## src/rtl/amef_pkg.sv

```systemverilog
// ----------------------------------------------------------------------------
// amef_pkg
// Shared widths, register codes, reset values and sequencer states of the
// acceleration median / moving-average / gravity filter.
// ----------------------------------------------------------------------------
package amef_pkg;

  // Default sample width (signed Q10.10).
  localparam int SAMPLE_WIDTH_DEF = 20;

  // Extra fraction bits carried by the smoothed and gravity state.
  localparam int EXTRA_BITS = 12;

  // Register field widths.
  localparam int RATE_W     = 19;
  localparam int ALPHA_W    = 17;
  localparam int SETTLE_W   = 16;
  localparam int COUNT_W    = 16;
  localparam int CFG_DATA_W = 19;
  localparam int CFG_IDX_W  = 2;

  // Averaging weights are Q1.16; a weight above one acts as one.
  localparam int                 ALPHA_SHIFT = 16;
  localparam logic [ALPHA_W-1:0] ALPHA_ONE   = 17'd65536;

  // Sample counter saturation and start-up fill length of the window.
  localparam logic [COUNT_W-1:0] COUNT_MAX = 16'hFFFF;
  localparam logic [COUNT_W-1:0] FILL_LEN  = 16'd3;

  // Register reset values.
  localparam logic [RATE_W-1:0]   RATE_LIMIT_RST     = 19'd2048;
  localparam logic [ALPHA_W-1:0]  FAST_ALPHA_RST     = 17'd19661;
  localparam logic [ALPHA_W-1:0]  GRAVITY_ALPHA_RST  = 17'd1311;
  localparam logic [SETTLE_W-1:0] SETTLE_SAMPLES_RST = 16'd50;

  // Register indexes on the configuration port.
  localparam logic [CFG_IDX_W-1:0] CFG_RATE_LIMIT     = 2'd0;
  localparam logic [CFG_IDX_W-1:0] CFG_FAST_ALPHA     = 2'd1;
  localparam logic [CFG_IDX_W-1:0] CFG_GRAVITY_ALPHA  = 2'd2;
  localparam logic [CFG_IDX_W-1:0] CFG_SETTLE_SAMPLES = 2'd3;

  // Sequencer states.
  typedef enum logic [2:0] {
    ST_IDLE,
    ST_PREP,
    ST_FAST,
    ST_FAST_WAIT,
    ST_GRAV,
    ST_GRAV_WAIT,
    ST_FINISH
  } state_t;

endpackage

```

## src/rtl/amef_ema_unit.sv

```systemverilog
// ----------------------------------------------------------------------------
// amef_ema_unit
// Shared three-stage moving-average step: res = v + round(alpha * (t - v)
// / 65536), ties towards plus infinity. Used once for the fast average and
// once for the gravity average of each item after the averages are seeded.
// ----------------------------------------------------------------------------
module amef_ema_unit
  import amef_pkg::*;
#(
  parameter int DW = 34
) (
  input  logic                 clk,
  input  logic                 rst,
  input  logic                 start,
  input  logic signed [DW-1:0] v,
  input  logic signed [DW-1:0] t,
  input  logic [ALPHA_W-1:0]   alpha,
  output logic                 done,
  output logic signed [DW-1:0] res
);

  localparam int PW = DW + ALPHA_W + 1;

  logic                 vld1;
  logic                 vld2;
  logic signed [DW-1:0] base1;
  logic signed [DW-1:0] base2;
  logic signed [DW-1:0] diff1;
  logic [ALPHA_W-1:0]   weight1;
  logic signed [PW-1:0] prod2;
  logic signed [PW-1:0] rnd_sum;
  logic signed [PW-1:0] rnd_shift;

  // Round half up, then drop the sixteen weight fraction bits.
  assign rnd_sum   = prod2 + PW'(1 << (ALPHA_SHIFT - 1));
  assign rnd_shift = rnd_sum >>> ALPHA_SHIFT;

  // Stage valid flags.
  always_ff @(posedge clk) begin
    if (rst) begin
      vld1 <= 1'b0;
      vld2 <= 1'b0;
      done <= 1'b0;
    end else begin
      vld1 <= start;
      vld2 <= vld1;
      done <= vld2;
    end
  end

  // Difference, product and accumulate stages.
  always_ff @(posedge clk) begin
    if (start) begin
      base1   <= v;
      diff1   <= t - v;
      weight1 <= (alpha > ALPHA_ONE) ? ALPHA_ONE : alpha;
    end
    if (vld1) begin
      base2 <= base1;
      prod2 <= $signed({1'b0, weight1}) * diff1;
    end
    if (vld2) begin
      res <= base2 + $signed(rnd_shift[DW-1:0]);
    end
  end

endmodule

```

## src/rtl/accel_median_ema_gravity_filter.sv

```systemverilog
// ----------------------------------------------------------------------------
// accel_median_ema_gravity_filter
// The first three items after reset (raw pass and initialisation) give
// their result from ST_PREP. Later items make two passes through the shared
// three-stage unit, in ST_FAST/ST_FAST_WAIT and ST_GRAV/ST_GRAV_WAIT, then
// ST_FINISH; no new item is taken before ST_IDLE. Synchronous reset clears
// the window, count, flags and out_valid and reloads the register defaults.
// ----------------------------------------------------------------------------
module accel_median_ema_gravity_filter
  import amef_pkg::*;
#(
  parameter int SAMPLE_WIDTH = SAMPLE_WIDTH_DEF
) (
  input  logic                           clk,
  input  logic                           rst,
  // Configuration write channel.
  input  logic                           cfg_valid,
  output logic                           cfg_ready,
  input  logic [CFG_IDX_W-1:0]           cfg_index,
  input  logic [CFG_DATA_W-1:0]          cfg_data,
  // Input channel.
  input  logic                           in_valid,
  output logic                           in_stall,
  input  logic signed [SAMPLE_WIDTH-1:0] sample,
  // Output channel.
  output logic                           out_valid,
  input  logic                           out_stall,
  output logic signed [SAMPLE_WIDTH-1:0] filtered,
  output logic [SAMPLE_WIDTH-2:0]        motion_level,
  output logic                           warmed_up,
  output logic                           settled
);

  localparam int SW = SAMPLE_WIDTH;
  localparam int EB = EXTRA_BITS;
  localparam int AW = SW + EB;
  localparam int LW = RATE_W + EB;
  localparam int DW = ((AW > LW) ? AW : LW) + 2;

  // Smoothed value limits in the internal format.
  localparam logic signed [DW-1:0] SM_MAX = DW'({1'b0, {(SW-1){1'b1}}, {EB{1'b0}}});
  localparam logic signed [DW-1:0] SM_MIN = {{(DW-AW+1){1'b1}}, {(AW-1){1'b0}}};
  localparam logic [AW:0]          HALF_LSB = (AW+1)'(1 << (EB - 1));

  // Configuration registers.
  logic [RATE_W-1:0]   rate_limit;
  logic [ALPHA_W-1:0]  fast_alpha;
  logic [ALPHA_W-1:0]  gravity_alpha;
  logic [SETTLE_W-1:0] settle_samples;

  // Filter state.
  state_t               state;
  state_t               state_next;
  logic signed [SW-1:0] window [3];
  logic [COUNT_W-1:0]   count;
  logic                 started;
  logic                 gravity_ready;
  logic signed [AW-1:0] smoothed;
  logic signed [AW-1:0] gravity;
  logic signed [DW-1:0] target;

  // Sequencer strobes.
  logic accept;
  logic out_free;
  logic load_raw;
  logic load_init;
  logic load_target;
  logic ema_start;
  logic fast_ld;
  logic grav_ld;
  logic finish_ld;

  // Shared unit operands and result.
  logic signed [DW-1:0] ema_v;
  logic signed [DW-1:0] ema_t;
  logic [ALPHA_W-1:0]   ema_alpha;
  logic                 ema_done;
  logic signed [DW-1:0] ema_res;

  // Datapath signals.
  logic signed [SW-1:0] med_lo;
  logic signed [SW-1:0] med_hi;
  logic signed [SW-1:0] med_mid;
  logic signed [SW-1:0] median;
  logic signed [AW-1:0] med_ext;
  logic signed [DW-1:0] sm_d;
  logic signed [DW-1:0] grav_d;
  logic signed [DW-1:0] tgt_raw;
  logic signed [DW-1:0] lim;
  logic signed [DW-1:0] tgt_diff;
  logic signed [DW-1:0] target_next;
  logic signed [AW-1:0] sm_clamp;
  logic signed [AW:0]   mot_diff;
  logic [AW:0]          mot_abs;
  logic [AW:0]          mot_rnd;
  logic [SW:0]          mot_q;
  logic [SW-2:0]        motion_sat;
  logic signed [AW:0]   filt_rnd;
  logic                 settle_hit;

  assign cfg_ready = 1'b1;
  assign in_stall  = (state != ST_IDLE);
  assign accept    = in_valid && !in_stall;
  assign out_free  = !out_valid || !out_stall;

  // Configuration register writes.
  always_ff @(posedge clk) begin
    if (rst) begin
      rate_limit     <= RATE_LIMIT_RST;
      fast_alpha     <= FAST_ALPHA_RST;
      gravity_alpha  <= GRAVITY_ALPHA_RST;
      settle_samples <= SETTLE_SAMPLES_RST;
    end else if (cfg_valid && cfg_ready) begin
      unique case (cfg_index)
        CFG_RATE_LIMIT:     rate_limit     <= cfg_data[RATE_W-1:0];
        CFG_FAST_ALPHA:     fast_alpha     <= cfg_data[ALPHA_W-1:0];
        CFG_GRAVITY_ALPHA:  gravity_alpha  <= cfg_data[ALPHA_W-1:0];
        CFG_SETTLE_SAMPLES: settle_samples <= cfg_data[SETTLE_W-1:0];
      endcase
    end
  end

  // Median of the three window entries.
  always_comb begin
    med_lo  = (window[0] < window[1]) ? window[0] : window[1];
    med_hi  = (window[0] < window[1]) ? window[1] : window[0];
    med_mid = (med_hi < window[2]) ? med_hi : window[2];
    median  = (med_lo > med_mid) ? med_lo : med_mid;
  end

  assign med_ext = {median, {EB{1'b0}}};
  assign sm_d    = {{(DW-AW){smoothed[AW-1]}}, smoothed};
  assign grav_d  = {{(DW-AW){gravity[AW-1]}}, gravity};
  assign tgt_raw = {{(DW-AW){med_ext[AW-1]}}, med_ext};
  assign lim     = {{(DW-LW){1'b0}}, rate_limit, {EB{1'b0}}};

  // Rate limit of the median against the previous smoothed value.
  always_comb begin
    tgt_diff = tgt_raw - sm_d;
    if (tgt_diff > lim) begin
      target_next = sm_d + lim;
    end else if (tgt_diff < -lim) begin
      target_next = sm_d - lim;
    end else begin
      target_next = tgt_raw;
    end
  end

  // Saturation of the fast average to the sample range.
  always_comb begin
    if (ema_res > SM_MAX) begin
      sm_clamp = SM_MAX[AW-1:0];
    end else if (ema_res < SM_MIN) begin
      sm_clamp = SM_MIN[AW-1:0];
    end else begin
      sm_clamp = ema_res[AW-1:0];
    end
  end

  // Motion level: rounded absolute deviation from gravity, saturated.
  always_comb begin
    mot_diff = {smoothed[AW-1], smoothed} - {gravity[AW-1], gravity};
    mot_abs  = mot_diff[AW] ? (AW+1)'(-mot_diff) : mot_diff;
    mot_rnd  = mot_abs + HALF_LSB;
    mot_q    = mot_rnd[AW:EB];
    if (mot_q[SW:SW-1] != 2'b00) begin
      motion_sat = {(SW-1){1'b1}};
    end else begin
      motion_sat = mot_q[SW-2:0];
    end
  end

  // Smoothed value rounded back to the sample format.
  assign filt_rnd   = {smoothed[AW-1], smoothed} + $signed(HALF_LSB);
  assign settle_hit = (count >= settle_samples);

  // Shared unit operand selection.
  assign ema_v     = (state == ST_FAST) ? sm_d : grav_d;
  assign ema_t     = (state == ST_FAST) ? target : sm_d;
  assign ema_alpha = (state == ST_FAST) ? fast_alpha : gravity_alpha;

  amef_ema_unit #(
    .DW (DW)
  ) u_ema (
    .clk   (clk),
    .rst   (rst),
    .start (ema_start),
    .v     (ema_v),
    .t     (ema_t),
    .alpha (ema_alpha),
    .done  (ema_done),
    .res   (ema_res)
  );

  // Sequencer state register.
  always_ff @(posedge clk) begin
    if (rst) begin
      state <= ST_IDLE;
    end else begin
      state <= state_next;
    end
  end

  // Sequencer next state and strobes.
  always_comb begin
    state_next  = state;
    load_raw    = 1'b0;
    load_init   = 1'b0;
    load_target = 1'b0;
    ema_start   = 1'b0;
    fast_ld     = 1'b0;
    grav_ld     = 1'b0;
    finish_ld   = 1'b0;
    unique case (state)
      ST_IDLE: begin
        if (accept) begin
          state_next = ST_PREP;
        end
      end
      ST_PREP: begin
        if (count < FILL_LEN) begin
          if (out_free) begin
            load_raw   = 1'b1;
            state_next = ST_IDLE;
          end
        end else if (!started) begin
          if (out_free) begin
            load_init  = 1'b1;
            state_next = ST_IDLE;
          end
        end else begin
          load_target = 1'b1;
          state_next  = ST_FAST;
        end
      end
      ST_FAST: begin
        ema_start  = 1'b1;
        state_next = ST_FAST_WAIT;
      end
      ST_FAST_WAIT: begin
        if (ema_done) begin
          fast_ld    = 1'b1;
          state_next = ST_GRAV;
        end
      end
      ST_GRAV: begin
        ema_start  = 1'b1;
        state_next = ST_GRAV_WAIT;
      end
      ST_GRAV_WAIT: begin
        if (ema_done) begin
          grav_ld    = 1'b1;
          state_next = ST_FINISH;
        end
      end
      ST_FINISH: begin
        if (out_free) begin
          finish_ld  = 1'b1;
          state_next = ST_IDLE;
        end
      end
      default: begin
        state_next = ST_IDLE;
      end
    endcase
  end

  // Control state: window, count, flags and output valid.
  always_ff @(posedge clk) begin
    if (rst) begin
      for (int i = 0; i < 3; i++) begin
        window[i] <= '0;
      end
      count         <= '0;
      started       <= 1'b0;
      gravity_ready <= 1'b0;
      out_valid     <= 1'b0;
    end else begin
      if (accept) begin
        window[0] <= window[1];
        window[1] <= window[2];
        window[2] <= sample;
        if (count != COUNT_MAX) begin
          count <= count + 1'b1;
        end
      end
      if (load_init) begin
        started <= 1'b1;
      end
      if (finish_ld && settle_hit) begin
        gravity_ready <= 1'b1;
      end
      if (load_raw || load_init || finish_ld) begin
        out_valid <= 1'b1;
      end else if (!out_stall) begin
        out_valid <= 1'b0;
      end
    end
  end

  // Averages, target and output item registers.
  always_ff @(posedge clk) begin
    if (load_init) begin
      smoothed <= med_ext;
      gravity  <= med_ext;
    end
    if (load_target) begin
      target <= target_next;
    end
    if (fast_ld) begin
      smoothed <= sm_clamp;
    end
    if (grav_ld) begin
      gravity <= ema_res[AW-1:0];
    end
    if (load_raw) begin
      filtered     <= window[2];
      motion_level <= '0;
      warmed_up    <= 1'b0;
      settled      <= gravity_ready;
    end
    if (load_init) begin
      filtered     <= median;
      motion_level <= '0;
      warmed_up    <= 1'b1;
      settled      <= gravity_ready;
    end
    if (finish_ld) begin
      filtered     <= filt_rnd[AW-1:EB];
      motion_level <= motion_sat;
      warmed_up    <= 1'b1;
      settled      <= gravity_ready || settle_hit;
    end
  end

  // The averages are only initialised once the window has filled.
  assert property (@(posedge clk) disable iff (rst) started |-> (count >= FILL_LEN))
    else $error("averages initialised before the window filled");

  // Gravity can only count as settled after initialisation.
  assert property (@(posedge clk) disable iff (rst) gravity_ready |-> started)
    else $error("gravity settled before initialisation");

  // The shared unit only finishes while the sequencer waits for it.
  assert property (@(posedge clk) disable iff (rst)
    ema_done |-> ((state == ST_FAST_WAIT) || (state == ST_GRAV_WAIT)))
    else $error("shared unit result outside a wait state");

  // A non-zero motion level only appears on a warmed-up item.
  assert property (@(posedge clk) disable iff (rst)
    (out_valid && (motion_level != '0)) |-> warmed_up)
    else $error("motion level reported before warm-up");

endmodule

```

## config.mk

```make
export PLATFORM = sky130hd
export DESIGN_NAME = accel_median_ema_gravity_filter
export DESIGN_NICKNAME = d
export VERILOG_FILES = /design/src/rtl/amef_pkg.sv /design/src/rtl/amef_ema_unit.sv /design/src/rtl/accel_median_ema_gravity_filter.sv
export SDC_FILE = /design/constraint.sdc
export NUM_CORES = 2
export LEC_CHECK = 0
export BUFFER_PORTS_ARGS = -buffer_cell sky130_fd_sc_hd__buf_2
export CORE_MARGIN = 2
export CORE_UTILIZATION = 35
export DETAILED_ROUTE_END_ITERATION = 12
export GPL_ROUTABILITY_DRIVEN = 0
export PLACE_DENSITY = 0.57
export SYNTH_ARGS = -nofsm -noshare
export SYNTH_HDL_FRONTEND = slang
export SYNTH_HIERARCHICAL = 1
export SYNTH_SLANG_ARGS = --single-unit
```

## constraint.sdc

```tcl
create_clock -name clk -period 19.6 [get_ports clk]
set_input_delay 2.94 -clock clk [delete_from_list [all_inputs] [get_ports clk]]
set_output_delay 2.94 -clock clk [all_outputs]
set_load 0.005 [all_outputs]
```

Word-level counts from Yosys, hierarchy flattened

Memories as Yosys holds them, arrays and structs flattened.
Cells that the tools add are included.

Flip-flop bits (word level): 436
Bits in latches: 0
Bits in writable memories: 60
Bits in read-only memories: 0
Bits of input ports: 46
Memories: 1

Memories:

| name   | words | bits a word | read ports | clocked after memory_dff | write ports | line                                  | text |
|---|---|---|---|---|---|---|---|
| window | 3     | 20          | 3          | 0                        | 3           | accel_median_ema_gravity_filter.sv:54 | `logic signed [SW-1:0] window [3];` |

Add/subtract/negate cells: 12
Multiply operators: 1
Div/mod/pow operators: 0
Magnitude comparators: 10
Eq/ne operators: 14
Shift operators: 0
Mux-type cells: 56
Bitwise logic cells: 3
Reduce and logical (&&, ||, !) cells: 24

Operator list:

| kind                                                                   | count |
|---|---|
| 20-bit two-way mux                                                     | 10 |
| 32-bit two-way mux                                                     | 5 |
| 34-bit two-way mux                                                     | 4 |
| 32-bit by 32-bit subtractor with 33-bit output                         | 3 |
| 19-bit two-way mux                                                     | 4 |
| 50-bit by 17-bit adder with 50-bit output, second input constant       | 1 |
| 18-bit by 34-bit multiplier with 50-bit output                         | 1 |
| 20-bit < comparator                                                    | 2 |
| 34-bit adder                                                           | 1 |
| 34-bit by 32-bit > comparator with 1-bit output, second input constant | 1 |
| 33-bit by 34-bit < comparator with 1-bit output                        | 1 |
| 34-bit by 32-bit < comparator with 1-bit output, second input constant | 1 |
| 31-bit negator with 34-bit output                                      | 1 |
| 34-bit subtractor                                                      | 1 |
| 32-bit by 32-bit adder with 33-bit output                              | 1 |
| 33-bit by 12-bit adder with 33-bit output, second input constant       | 1 |
| 33-bit by 32-bit > comparator with 1-bit output                        | 1 |
| 33-bit two-way mux                                                     | 1 |
| 33-bit negator                                                         | 1 |
| 32-bit by 13-bit adder with 32-bit output, second input constant       | 1 |
| 1-bit two-way mux                                                      | 24 |
| 3-bit one-hot mux with 7 select lines                                  | 1 |
| 20-bit > comparator                                                    | 1 |
| 3-bit two-way mux                                                      | 6 |
| other kinds (24)                                                       | 46 |

Depth between registers and ports, before layout

An unclocked memory read counts as a cell.

Word-level depth: 11
Depth in mapped cells: 65
Depth with buffers taken out: 60

Cells and area by module

The synthesis kept the hierarchy.

By module, submodules not included:

| module                          | instances | cells each | area an instance (um2) |
|---|---|---|---|
| amef_ema_unit                   | 1         | 2908       | 28798.9 |
| accel_median_ema_gravity_filter | 1         | 2704       | 23115.9 |

Worst setup path after synthesis

Ideal clock, no wire load.

Kind: register to register
Start point: memory window[0][4] (netlist bit)
End point: register target[30], data pin
Data arrival time: 12.749 ns
Data required time: 19.342 ns
Setup slack: 6.593 ns
Cell stages (with the launch flop): 61
Path through: edfxtp_1 ha_1 a21o_1 a21o_1 a2111oi_0 o21ai_0 a221o_1 a21oi_1 xnor2_1 clkbuf_1 mux2_2 ha_1 a21o_1 a21o_1 a21o_1 a21o_1 a21o_1 a211o_1 [25 not listed] a21oi_1 nor2_1 nor2_1 nor2b_1 o21ai_0 nand2b_1 xor2_1 ha_1 nand4_1 a211oi_1 a2111oi_0 a221oi_1 o221a_2 a2111o_1 o311ai_0 clkbuf_1 nand2_1 o221a_2

RTL lines:

| element              | line                                   | text |
|---|---|---|
| start, declared      | accel_median_ema_gravity_filter.sv:54  |  |
| end signal, assigned | accel_median_ema_gravity_filter.sv:308 | `target <= target_next;` |
| end, declared        | accel_median_ema_gravity_filter.sv:60  | `logic signed [DW-1:0] target;` |

==> impl_metrics.py <==
metrics = {
    "outcome": {
        "status": "complete, no violations",
    },
    "route": {
        "ant_nets": 0,
        "vias": 39394,
        "via_per_inst": 5.204,
        "drtIter0Drc": 2562,
        "wl_per_cell_um": 19.59,
        "firstDrtPassIters": 6,
        "wl_um": 148300,
        "drc": 0,
    },
    "timing": {
        "skew_ns": 0.05776,
        "slew_headroom": 0.1677,
        "fin_setup_tns_ns": 0,
        "setup_violations": 0,
        "finalCritPeriodShare": 0.7783,
        "report.final.slew_viol_count": 0,
        "min_period_ns": 15.25,
        "worst_slew_pin_slew_ns": 1.245,
        "rsz0062_at_grt": "false",
        "final-hold-violation-count": 0,
        "max_freq_mhz": 65.56,
    },
    "floorplanning": {
        "start_util": 0.3520,
        "fp.coreArea_sq_um": 147500,
        "die_h_um": 389.1,
        "die_w_um": 389.1,
        "dieArea_sq_um": 151400,
        "ios": 90,
        "fp-row-count": 141,
    },
    "critical_path": {
        "cp_slowest_cell": "a31oi_4",
        "end_kind": "register",
        "worstSetupPathType": "reg2reg",
        "cp-start-kind": "register",
        "crit_path_max_fanout": 25,
        "required_ns": 20.01,
        "max_stage_delay_ns": 0.80,
        "worstPathArrival_ns": 15.66,
        "cpMostUsedCell": "a21o_1",
    },
    "synthesis": {
        "ys_warn_count": 6,
        "netlist.top_cell.by_area": "edfxtp_1",
        "postSynthAreaPerCell_sq_um": 9.251,
        "yosysSeqAreaShare": 0.2593,
        "syn_area_sq_um": 51910,
        "synth_cell_types": 112,
        "synthTopCellsByArea": "edfxtp_1 22%, fa_1 21%, ha_1 9.2%",
        "ys_ff_latch": 480,
        "yosysTopAreaCellShare": 0.2227,
        "synth_ff_type": "edfxtp_1",
        "asyncSetResetFlopFracSynth": 0,
        "synth_cells": 5612,
        "synth-edff-count": 385,
        "synth_nets": 6583,
    },
    "place": {
        "dpl.cell_count": 7471,
        "dpl.hpwl_um": 113600,
        "place_area_sq_um": 54390,
        "port_buffers": 88,
    },
    "global_routing": {
        "gr-usage-met2": 0.3315,
        "grt_pass1_vias": 40522,
        "track_usage": 0.1968,
        "antenna_found_initial": 4,
        "met3_usage": 0.02425,
        "grt.overflow.total": 0,
        "grt_max_degree": 100,
        "top_usage_layer": "met2",
        "grt_use_met1": 0.2614,
        "grt_pass1_wl_um": 234700,
    },
    "clock_tree": {
        "insertion_delay_ns": 0.66,
        "ctsHoldBuffers": 0,
        "post_cts_buffers": 0,
        "clk_path_buf_depth": 3,
        "cts_inserted_buffers": 53,
        "cts_tree": "yes",
        "clock_sinks": 480,
        "cts_max_level": 2,
        "clk_pin_slew_worst_paths_ns": 0.06,
        "cts_resized": 0,
        "cts_root_buffer": "clkbuf_16",
    },
    "layout": {
        "stdcell_count": 7570,
        "n_fill_cell": 14814,
        "area.growth.synth_to_final_pct": 8.139,
        "final_cell_mix": "918 x inv_1, 625 x nand2_1, 542 x fa_1",
        "final_area_sq_um": 56140,
        "drive_above_1_share": 0.06651,
        "final_util": 0.3806,
        "final_nets": 6567,
        "mostFrequentLayoutCell": "inv_1",
    },
    "pwr": {
        "power_density_nw_per_um2": 67.85,
        "ir_drop_mv": 0.09434,
        "leakagePower_uw": 0.02502,
    },
    "worst_hold_path": {
        "hold_path.class": "reg2reg",
    },
    "job": {
        "cap_violations": 0,
    },
}
cell usage after synthesis, types with 52 or more instances:
master	n
mux2i_1	53
a21oi_1	280
fa_1	542
nand4_1	52
ha_1	383
nand3_1	95
xor2_1	66
xnor2_1	199
inv_1	918
dfxtp_1	95
nand2_1	627
edfxtp_1	385
and3_1	54
a21o_1	121
nor3_1	106
clkbuf_1	192
and2_1	383
nor2_1	226
o21ai_0	168
through the flow:
| step | power (uW) | setup WS [ns] | hold WS [ns] |
|---|---|---|---|
| after floorplan | 2334 | 6.593 | 0.4003 |
| after detailed placement | 2789 | 4.510 | 0.4045 |
| after global routing | 4024 | 3.305 | 0.4219 |
| final | 3809 | 4.346 | 0.4131 |
| after CTS | 3817 | 4.444 | 0.4152 |
| after global placement | 2757 | 4.658 | 0.4009 |
kinds of logic (layout without fill, tap and decap cells):
kind of cell / count (synthesis) / after routing / share of synthesized area
other: 1 / 3 / 0.00007223
muxes: 105 / 105 / 0.02176
AOI/OAI and AO/OA: 912 / 912 / 0.1150
and+or+nand+nor: 1781 / 1781 / 0.1727
DFF: 480 / 480 / 0.2593
xor gates and xnor gates: 267 / 267 / 0.04555
adders and majority gates: 925 / 925 / 0.3013
buffers and inverters: 1141 / 1167 / 0.08431
final timing paths:
path | startpoint | to | slack [ns] | cells past startpoint
setup / recovery | window[0][4]$_SDFFCE_PN0P_ | target[30]$_DFFE_PP_ | 4.35 | 56
setup reg to reg | window[0][4]$_SDFFCE_PN0P_ | target[30]$_DFFE_PP_ | 4.35 | 56
hold reg to reg | u_ema/base1[0]$_DFFE_PP_ | u_ema/base2[0]$_DFFE_PP_ | 0.41 | 0
hold / removal | u_ema/base1[0]$_DFFE_PP_ | u_ema/base2[0]$_DFFE_PP_ | 0.41 | 0
worst max-delay path: cells and delay by family (launching register included):
kind            cells  cell delay (ns)
compound gates     36             9.36
simple gates        8             1.68
fa+ha+maj           5             1.59
mux                 3             0.93
xor+xnor            2             0.55
buf+inv             2             0.47
flops               1             0.41
layout make-up:
class	instances	area, sq um	area share
clock inverter	25	270.3	0.004814
multi-input combinational	3991	34150	0.6083
antenna	2	5.005	0.00008915
sequential	480	13470	0.2399
clock buffer	72	1470	0.02619
timing repair buffer	151	915.9	0.01631
tap	1930	2415	0.04301
inverter	919	3450	0.06145
sequential cells by signal, indices dropped and copies added (netlist names), 32 cells and up:
register,cells
gravity,32
u_ema/res,34
u_ema/base1,34
window,60
u_ema/prod2,35
target,33
u_ema/base2,34
u_ema/diff1,34
smoothed,32
metal layers:
metal	part of all wire	vias up
met4	0.036	4
met3	0.055	260
met5	0.00028	-
li1	-	18493
met1	0.44	19507
met2	0.47	1130
report_power, final:
part | internal (uW) | switching [uW]
clock network | 571 | 445
logic | 598 | 994
registers | 1180 | 21.1
total | 2350 | 1460
No activity file was read; power rests on OpenSTA's default activity.
